==> src/rtl/sfp_pkg.sv <==
package sfp_pkg;

  // Longest frame on the wire, header and BCC included.
  localparam int unsigned MAX_FRAME_BYTES = 1032;
  // Header, address, two length bytes, command and BCC.
  localparam int unsigned FRAME_OVERHEAD  = 7;

  localparam logic [7:0]  SYNC_BYTE     = 8'h5A;
  localparam logic [15:0] LEN_CAP       = 16'(MAX_FRAME_BYTES - FRAME_OVERHEAD);
  localparam logic [10:0] FRAME_LEN_MAX = 11'h7FF;

  localparam int unsigned CFG_IDX_W  = 1;
  localparam int unsigned CFG_DATA_W = 11;

  typedef enum logic [CFG_IDX_W-1:0] {
    CFG_OWN_ADDRESS     = 1'b0,
    CFG_MAX_DATA_LENGTH = 1'b1
  } cfg_idx_t;

  typedef enum logic [2:0] {
    PH_HEAD1 = 3'd0,
    PH_HEAD2 = 3'd1,
    PH_ADDR  = 3'd2,
    PH_LENHI = 3'd3,
    PH_LENLO = 3'd4,
    PH_CMD   = 3'd5,
    PH_DATA  = 3'd6,
    PH_BCC   = 3'd7
  } phase_t;

  typedef enum logic [1:0] {
    V_READY = 2'd0,
    V_SKIP  = 2'd1,
    V_FAKE  = 2'd2
  } verdict_t;

  typedef struct packed {
    verdict_t    verdict;
    logic [10:0] frame_length;
    logic [7:0]  command;
    logic [7:0]  frame_address;
  } result_t;

endpackage

==> src/rtl/sfp_parser.sv <==
module sfp_parser
  import sfp_pkg::*;
(
  input  logic        clk,
  input  logic        rst_n,
  input  logic        byte_fire,
  input  logic [7:0]  rx_byte,
  input  logic [1:0]  own_address,
  input  logic [10:0] max_data_length,
  output logic        res_valid,
  output result_t     res
);

  phase_t      phase_r,     phase_nxt;
  logic [15:0] pay_len_r,   pay_len_nxt;
  logic [10:0] left_r,      left_nxt;
  logic [7:0]  check_r,     check_nxt;
  logic [7:0]  addr_r,      addr_nxt;
  logic [7:0]  cmd_r,       cmd_nxt;

  logic [15:0] limit;
  logic [16:0] len_sum;
  logic [10:0] len_sat;
  logic        addr_other;

  // Effective length limit: the smaller of the register and the build cap.
  assign limit      = ({5'd0, max_data_length} < LEN_CAP) ? {5'd0, max_data_length} : LEN_CAP;
  assign len_sum    = {1'b0, pay_len_r} + 17'(FRAME_OVERHEAD);
  assign len_sat    = (len_sum > {6'd0, FRAME_LEN_MAX}) ? FRAME_LEN_MAX : len_sum[10:0];
  assign addr_other = (addr_r != 8'd0) && (addr_r != {6'd0, own_address});

  always_ff @(posedge clk) begin
    if (!rst_n) begin
      phase_r   <= PH_HEAD1;
      pay_len_r <= '0;
      left_r    <= '0;
      check_r   <= '0;
      addr_r    <= '0;
      cmd_r     <= '0;
    end else begin
      phase_r   <= phase_nxt;
      pay_len_r <= pay_len_nxt;
      left_r    <= left_nxt;
      check_r   <= check_nxt;
      addr_r    <= addr_nxt;
      cmd_r     <= cmd_nxt;
    end
  end

  always_comb begin
    phase_nxt   = phase_r;
    pay_len_nxt = pay_len_r;
    left_nxt    = left_r;
    check_nxt   = check_r;
    addr_nxt    = addr_r;
    cmd_nxt     = cmd_r;
    res_valid   = 1'b0;
    res.verdict       = V_READY;
    res.frame_length  = len_sat;
    res.command       = cmd_r;
    res.frame_address = addr_r;

    if (byte_fire) begin
      unique case (phase_r)
        PH_HEAD1: begin
          if (rx_byte == SYNC_BYTE) phase_nxt = PH_HEAD2;
        end
        PH_HEAD2: begin
          phase_nxt = (rx_byte == SYNC_BYTE) ? PH_ADDR : PH_HEAD1;
        end
        PH_ADDR: begin
          addr_nxt  = rx_byte;
          check_nxt = rx_byte;
          phase_nxt = PH_LENHI;
        end
        PH_LENHI: begin
          pay_len_nxt = {rx_byte, 8'h00};
          check_nxt   = check_r ^ rx_byte;
          phase_nxt   = PH_LENLO;
        end
        PH_LENLO: begin
          pay_len_nxt = {pay_len_r[15:8], rx_byte};
          check_nxt   = check_r ^ rx_byte;
          phase_nxt   = PH_CMD;
        end
        PH_CMD: begin
          cmd_nxt   = rx_byte;
          check_nxt = check_r ^ rx_byte;
          if (pay_len_r > limit) begin
            // overlong length: fake right away, command is this byte
            res_valid        = 1'b1;
            res.verdict      = V_FAKE;
            res.frame_length = '0;
            res.command      = rx_byte;
            phase_nxt        = PH_HEAD1;
          end else begin
            left_nxt  = pay_len_r[10:0];
            phase_nxt = (pay_len_r[10:0] == 11'd0) ? PH_BCC : PH_DATA;
          end
        end
        PH_DATA: begin
          check_nxt = check_r ^ rx_byte;
          left_nxt  = left_r - 11'd1;
          if (left_nxt == 11'd0) phase_nxt = PH_BCC;
        end
        PH_BCC: begin
          res_valid = 1'b1;
          phase_nxt = PH_HEAD1;
          // address check wins over the BCC check
          if (addr_other) begin
            res.verdict = V_SKIP;
          end else if (check_r != rx_byte) begin
            res.verdict      = V_FAKE;
            res.frame_length = '0;
          end else begin
            res.verdict = V_READY;
          end
        end
      endcase
    end
  end

endmodule

==> src/rtl/sfp_out_queue.sv <==
module sfp_out_queue
  import sfp_pkg::*;
(
  input  logic    clk,
  input  logic    rst_n,
  input  logic    push,
  input  result_t push_data,
  output logic    has_room,
  output logic    pop_valid,
  input  logic    pop_ready,
  output result_t pop_data
);

  result_t    slot_r [2];
  logic       wr_ptr_r;
  logic       rd_ptr_r;
  logic [1:0] count_r;
  logic       pop;

  assign has_room  = (count_r != 2'd2);
  assign pop_valid = (count_r != 2'd0);
  assign pop       = pop_valid && pop_ready;
  assign pop_data  = slot_r[rd_ptr_r];

  always_ff @(posedge clk) begin
    if (!rst_n) begin
      wr_ptr_r <= 1'b0;
      rd_ptr_r <= 1'b0;
      count_r  <= 2'd0;
    end else begin
      if (push) wr_ptr_r <= ~wr_ptr_r;
      if (pop)  rd_ptr_r <= ~rd_ptr_r;
      case ({push, pop})
        2'b10:   count_r <= count_r + 2'd1;
        2'b01:   count_r <= count_r - 2'd1;
        default: count_r <= count_r;
      endcase
    end
  end

  always_ff @(posedge clk) begin
    if (push) slot_r[wr_ptr_r] <= push_data;
  end

endmodule

==> src/rtl/serial_frame_probe_top.sv <==
// Serial frame probe. Takes one received byte per input transaction and
// tracks frames of the form 5A 5A, address, 16-bit big-endian length,
// command, data, BCC (XOR of address through last data byte). Each finished
// frame gives one result transaction: ready, skip (address neither 0 nor
// own_address; checked before the BCC) or fake (length above the limit,
// which ends the frame at the command byte, or a bad BCC; length reads 0).
// Rate: one byte per clock unless stalled. The byte updates the parser state in
// the cycle it is accepted and any result lands in a two-entry output queue,
// visible on out_valid the next cycle. in_ready depends only on that queue:
// it drops when both entries hold unread results, so a slow consumer can
// stall the input but never costs bytes. Configuration writes are always
// taken (cfg_ready is high) and should only happen while the block is idle.
module serial_frame_probe_top
  import sfp_pkg::*;
(
  input  logic                  clk,
  input  logic                  rst_n,
  input  logic                  in_valid,
  output logic                  in_ready,
  input  logic [7:0]            in_rx_byte,
  output logic                  out_valid,
  input  logic                  out_ready,
  output logic [1:0]            out_verdict,
  output logic [10:0]           out_frame_length,
  output logic [7:0]            out_command,
  output logic [7:0]            out_frame_address,
  input  logic                  cfg_valid,
  output logic                  cfg_ready,
  input  logic [CFG_IDX_W-1:0]  cfg_index,
  input  logic [CFG_DATA_W-1:0] cfg_wdata
);

  logic [1:0]  own_address_r;
  logic [10:0] max_len_r;
  logic        byte_fire;
  logic        res_valid;
  result_t     res;
  result_t     head;

  assign cfg_ready = 1'b1;
  assign byte_fire = in_valid && in_ready;

  // config register file
  always_ff @(posedge clk) begin
    if (!rst_n) begin
      own_address_r <= 2'd0;
      max_len_r     <= 11'd1025;
    end else if (cfg_valid && cfg_ready) begin
      unique case (cfg_idx_t'(cfg_index))
        CFG_OWN_ADDRESS:     own_address_r <= cfg_wdata[1:0];
        CFG_MAX_DATA_LENGTH: max_len_r     <= cfg_wdata[10:0];
      endcase
    end
  end

  sfp_parser u_parser (
    .clk             (clk),
    .rst_n           (rst_n),
    .byte_fire       (byte_fire),
    .rx_byte         (in_rx_byte),
    .own_address     (own_address_r),
    .max_data_length (max_len_r),
    .res_valid       (res_valid),
    .res             (res)
  );

  // at most one result per byte, so room in the queue is all in_ready needs
  sfp_out_queue u_queue (
    .clk       (clk),
    .rst_n     (rst_n),
    .push      (res_valid),
    .push_data (res),
    .has_room  (in_ready),
    .pop_valid (out_valid),
    .pop_ready (out_ready),
    .pop_data  (head)
  );

  assign out_verdict       = head.verdict;
  assign out_frame_length  = head.frame_length;
  assign out_command       = head.command;
  assign out_frame_address = head.frame_address;

endmodule

==> config.mk <==
export PLATFORM = sky130hd
export DESIGN_NAME = serial_frame_probe_top
export DESIGN_NICKNAME = d
export VERILOG_FILES = /design/src/rtl/sfp_pkg.sv /design/src/rtl/sfp_parser.sv /design/src/rtl/sfp_out_queue.sv /design/src/rtl/serial_frame_probe_top.sv
export SDC_FILE = /design/constraint.sdc
export NUM_CORES = 1
export LEC_CHECK = 0
export ABC_AREA = 1
export ABC_CLOCK_PERIOD_IN_PS = 4500
export BUFFER_PORTS_ARGS = -buffer_cell sky130_fd_sc_hd__buf_2
export CAP_MARGIN = 20
export CORE_MARGIN = 5
export CORE_UTILIZATION = 32
export DETAILED_ROUTE_END_ITERATION = 8
export SETUP_SLACK_MARGIN = 0.02
export SLEW_MARGIN = 20
export SYNTH_ARGS = -nofsm -noshare
export SYNTH_HDL_FRONTEND = slang
export SYNTH_HIERARCHICAL = 1
export SYNTH_SLANG_ARGS = --single-unit
==> constraint.sdc <==
create_clock -name clk -period 4.5 [get_ports clk]
set_clock_uncertainty 0.05 [all_clocks]
set_input_delay 0.675 -clock clk [delete_from_list [all_inputs] [get_ports clk]]
set_output_delay 0.675 -clock clk [all_outputs]
set_load 0.005 [all_outputs]
==> impl_summary.md <==
Status
The run finished with clean final reports.

Finish
The filler cell count is 2032. The area used by multi-input combinational logic is 3000 µm². The signed area change from the synthesized netlist to the final layout is 15.8%. The sequential cells in the finished layout cover a total of 3180 µm².

The net count of the finished layout is 866. The number of cells in the finished layout apart from fillers is 1109. Of the cells placed in the final design, the portion with a size suffix greater than 1 is 22.2%. Cells fill 37.9% of the core in the end. The antenna diode count is 0.

Timing
Setup repair after global routing left no endpoint under its margin. The worst path in the final design needs a cycle of 3.30 ns, including I/O delays and setup. The period utilization is 73.3%. Based on the critical path, the design can be clocked at up to 303 MHz.

The final setup violation count is 0. Measured against its own limit, the worst slew margin works out to 31.4%. On the final layout, the worst hold slack is 0.410 ns. For the pin with the worst max-slew slack, the measured transition is 1.03 ns. The final number of max-transition violations is 0.

The count of endpoints failing hold in the final timing report was 0. The accumulated negative setup slack is 0 ns.

Synth
The mean instance size in the synthesized netlist is 8.64 µm². In this run, synthesis produced a sequential element count of 130. The number of different library cells in the post-synthesis netlist is 44. The number of warning messages in the yosys log is 6.

The cell type contributing the most total cell area after synthesis is edfxtp_1. The number of nets produced by synthesis is 812. Summing every instance area after synthesis gives 6670 µm². The proportion of synthesized area in mux cells is 6.06%. The number of flops mapped to enable cells by yosys is 58. For this run, the leading register cell type out of synthesis is dfxtp_1. Summing the areas of all and, or, nand and nor instances in the mapped netlist gives 23.7% of the synthesized area. The share of the Yosys chip area taken by registers is 47.7%. The dominant combinational cell family by area after synthesis is simple AND/OR/NAND/NOR gates. The synthesized netlist devotes 10.5% of its cell area to compound gates. In the post-synthesis netlist, the biggest area contributors are edfxtp_1, dfxtp_1, nand2_1. The leading cell type by number of instances after synthesis is nand2_1.

The post-synthesis share of cell area spent on xor and xnor gates is 1.84%. The share of synthesized area in the top cell type comes to 26.1%. Of the total synthesized cell area, the portion taken by full adders, half adders and majority gates is 2.82%. Counting every instance in the synthesized netlist gives 772. Counting instances in the post-synthesis netlist gives the leading cell types as nand2_1, nor2_1, dfxtp_1. The fraction of synthesis flops using an asynchronous set or reset pin is 0%.

CTS
The cell sitting at the root of the clock tree is a clkbuf_16. CTS built an H-tree with a depth of 4. The number of setup buffers added after CTS is 0. The latest clock arrival within the worst-skew pair is 0.42 ns.

The clock-pin transition on the worst setup and hold timing paths is 0.06 ns. The number of resized instances in the post-cts repair step is 0. For this design, the sink count on the clock tree is 130. TritonCTS built the clock tree.

The maximum number of buffers from clock root to sink is 2. TritonCTS created 17 clock buffers. For this design, the CTS-stage hold fixing added 0 buffers.

Worst setup path
The nature of the critical path startpoint is a register. The worst register-to-register path begins at max_len_r[9]. For this run, the slowest stage of the critical path takes 0.35 ns. Among all stages on the critical path, the largest delay is contributed by buf_4.

STA classifies the critical path endpoint as a register. At the worst endpoint, the arrival time is 3.32 ns. The critical path goes through nor4_1, nand3_1, nand2_1, nand2_1, ha_1, nand2_1, nor2_1, nand2_1, nand2_1, nand2_1, nand2_2, nand3_2, nand2_1, inv_1, nor2_2, buf_4. The highest fanout seen on the critical path is 29.

The worst endpoint required time is 4.52 ns. Among the stages of the critical path, the cell type that occurs most often is nand2_1. The critical path is of the register to register type. Measured in cells, the most critical reg-to-reg path has a length of 16.

The internal reg-to-reg setup slack is 1.20 ns. The critical register-to-register path endpoint is u_queue/slot_r[0][24].

Power
The leakage power of the design is 3.21 nW. For this design the ratio of total power to cell area is 342 nW/µm². IR analysis of the VDD net gives a maximum drop of 268 µV.

Floorplan
The number of placement rows is 52. From left edge to right edge, the die measures 154 µm. The initial standard-cell utilization of the core is 32.7%. For this design the top-level I/O count stands at 57. The die covers 23800 µm². Measured along the y axis, the die boundary spans 154 µm. The area of the core is 20400 µm².

Detailed routing
The routed design has 14.8 mm of wire. After detailed routing, the number of vias per cell comes to 4.63. After detailed routing, the number of remaining DRC violations is 0. The first-iteration detailed-routing DRC count is 387. Once detail routing completed, the nets flagged for antenna violations numbered 0. The count of TritonRoute iterations in the first routing pass is 5.

The routed length per instance is 13.4 µm. The final route contains 5138 vias.

Global routing
The total grt overflow is 0. The initial antenna violation count is 0. Entering global routing, the biggest net connects 43 pins. Across every metal layer, demand over resource in global routing totals 12.7%. The first global-routing pass estimated 24.4 mm of wire. The number of global-route vias before repair was 4861.

Worst hold path
The endpoint of the worst hold-timing path is max_len_r[10]. The worst hold path begins at cfg_wdata[10]. Counting instances, the worst hold path has a depth of 3.

The tightest min-delay check is of the primary input to register type.

Job
The total of max-cap violations is 0.

Placement
After legalization and detailed placement, the total HPWL measured 10.6 mm. The number of port buffers is 55. The number of placed cells counting well taps is 1077. At the end of routability-driven placement, the weighted congestion stood at 0.828.
## how the worst max path moves through the flow
stage,startpoint,to,slack [ns],cells after the start
floorplan,max_len_r[9],u_queue/slot_r[0][0],0.74,16
finish,max_len_r[9],u_queue/slot_r[0][24],1.20,16
detailed placement,max_len_r[9],u_queue/slot_r[0][23],1.20,16
global placement,max_len_r[9],u_queue/slot_r[0][22],1.21,16
CTS,max_len_r[9],u_queue/slot_r[0][25],1.18,16
global route,max_len_r[4],u_queue/slot_r[0][21],0.80,16
## per-layer routing
metal | track usage [%] | vias up | wire length [µm]
met5 | 0 | - | 0
met4 | 4.12 | 0 | 211
met3 | 3.46 | 17 | 799
met2 | 18.6 | 143 | 6320
met1 | 18.2 | 2309 | 7510
li1 | - | 2669 | -
## final cells by class
cell class	count	area share [%]
repair buffers	60	4.05
clock buffers	19	5.61
multi-input cells	533	38.9
inverters	84	4.08
clock inverters	13	1.80
flip-flops and latches	130	41.2
well taps	270	4.38
## critical path, delay by kind of cell, from the launching register on
| family | cells | cell delay [ns] |
|---|---|---|
| fa+ha+maj | 1 | 0.31 |
| buf+inv | 2 | 0.44 |
| flops | 1 | 0.32 |
| simple gates | 13 | 1.82 |
## per-stage QoR
| step | setup slack [ns] | power, W | cell area (µm²) |
|---|---|---|---|
| final | 1.20 | 0.00264 | 7720 |
| after detailed placement | 1.20 | 0.00134 | 7150 |
| after floorplan | 0.745 | 0.00131 | 6670 |
| after global routing | 0.796 | 0.00274 | 7720 |
| after global placement | 1.21 | 0.00134 | 7150 |
| after CTS | 1.18 | 0.00267 | 7720 |
## power by group
group          switching (W)  internal (W)
clock network       0.000507      0.000812
logic              0.0000548     0.0000253
registers         0.00000716       0.00123
total               0.000569       0.00207
## sequential cells by signal (all words and copies together), names as in the netlist, named ones only
name                flops
u_queue/wr_ptr_r        1
u_queue/rd_ptr_r        1
u_parser/phase_r        3
u_queue/slot_r         58
u_parser/addr_r         8
u_queue/count_r         2
u_parser/check_r        8
u_parser/left_r        11
u_parser/cmd_r          8
u_parser/pay_len_r     16
own_address_r           2
max_len_r              11
## kinds of logic (layout without fill, tap and decap cells)
| family | count (synthesis) | count (layout) |
|---|---|---|
| muxes | 33 | 33 |
| AOI/OAI and AO/OA | 128 | 128 |
| xor gates and xnor gates | 14 | 14 |
| adders and majority gates | 15 | 15 |
| other | 1 | 1 |
| buffers and inverters | 109 | 176 |
| DFF | 130 | 130 |
| and+or+nand+nor | 342 | 342 |
## layout by cell type (no fill, tap or decap), drive strengths merged, types with 2 or more instances in the layout
cell,instances
clkinvlp,3
inv,84
mux2,29
nand4,5
nand3,43
nor3,6
nor4,6
a21oi,47
xor2,9
nand3b,3
bufinv,2
buf,60
clkbuf,19
a211oi,4
nor2,109
ha,15
dfxtp,72
edfxtp,58
xnor2,5
nand2,166
or2,3
o21ai,75
clkinv,8
mux2i,4
(Power assumes the default switching activity.)
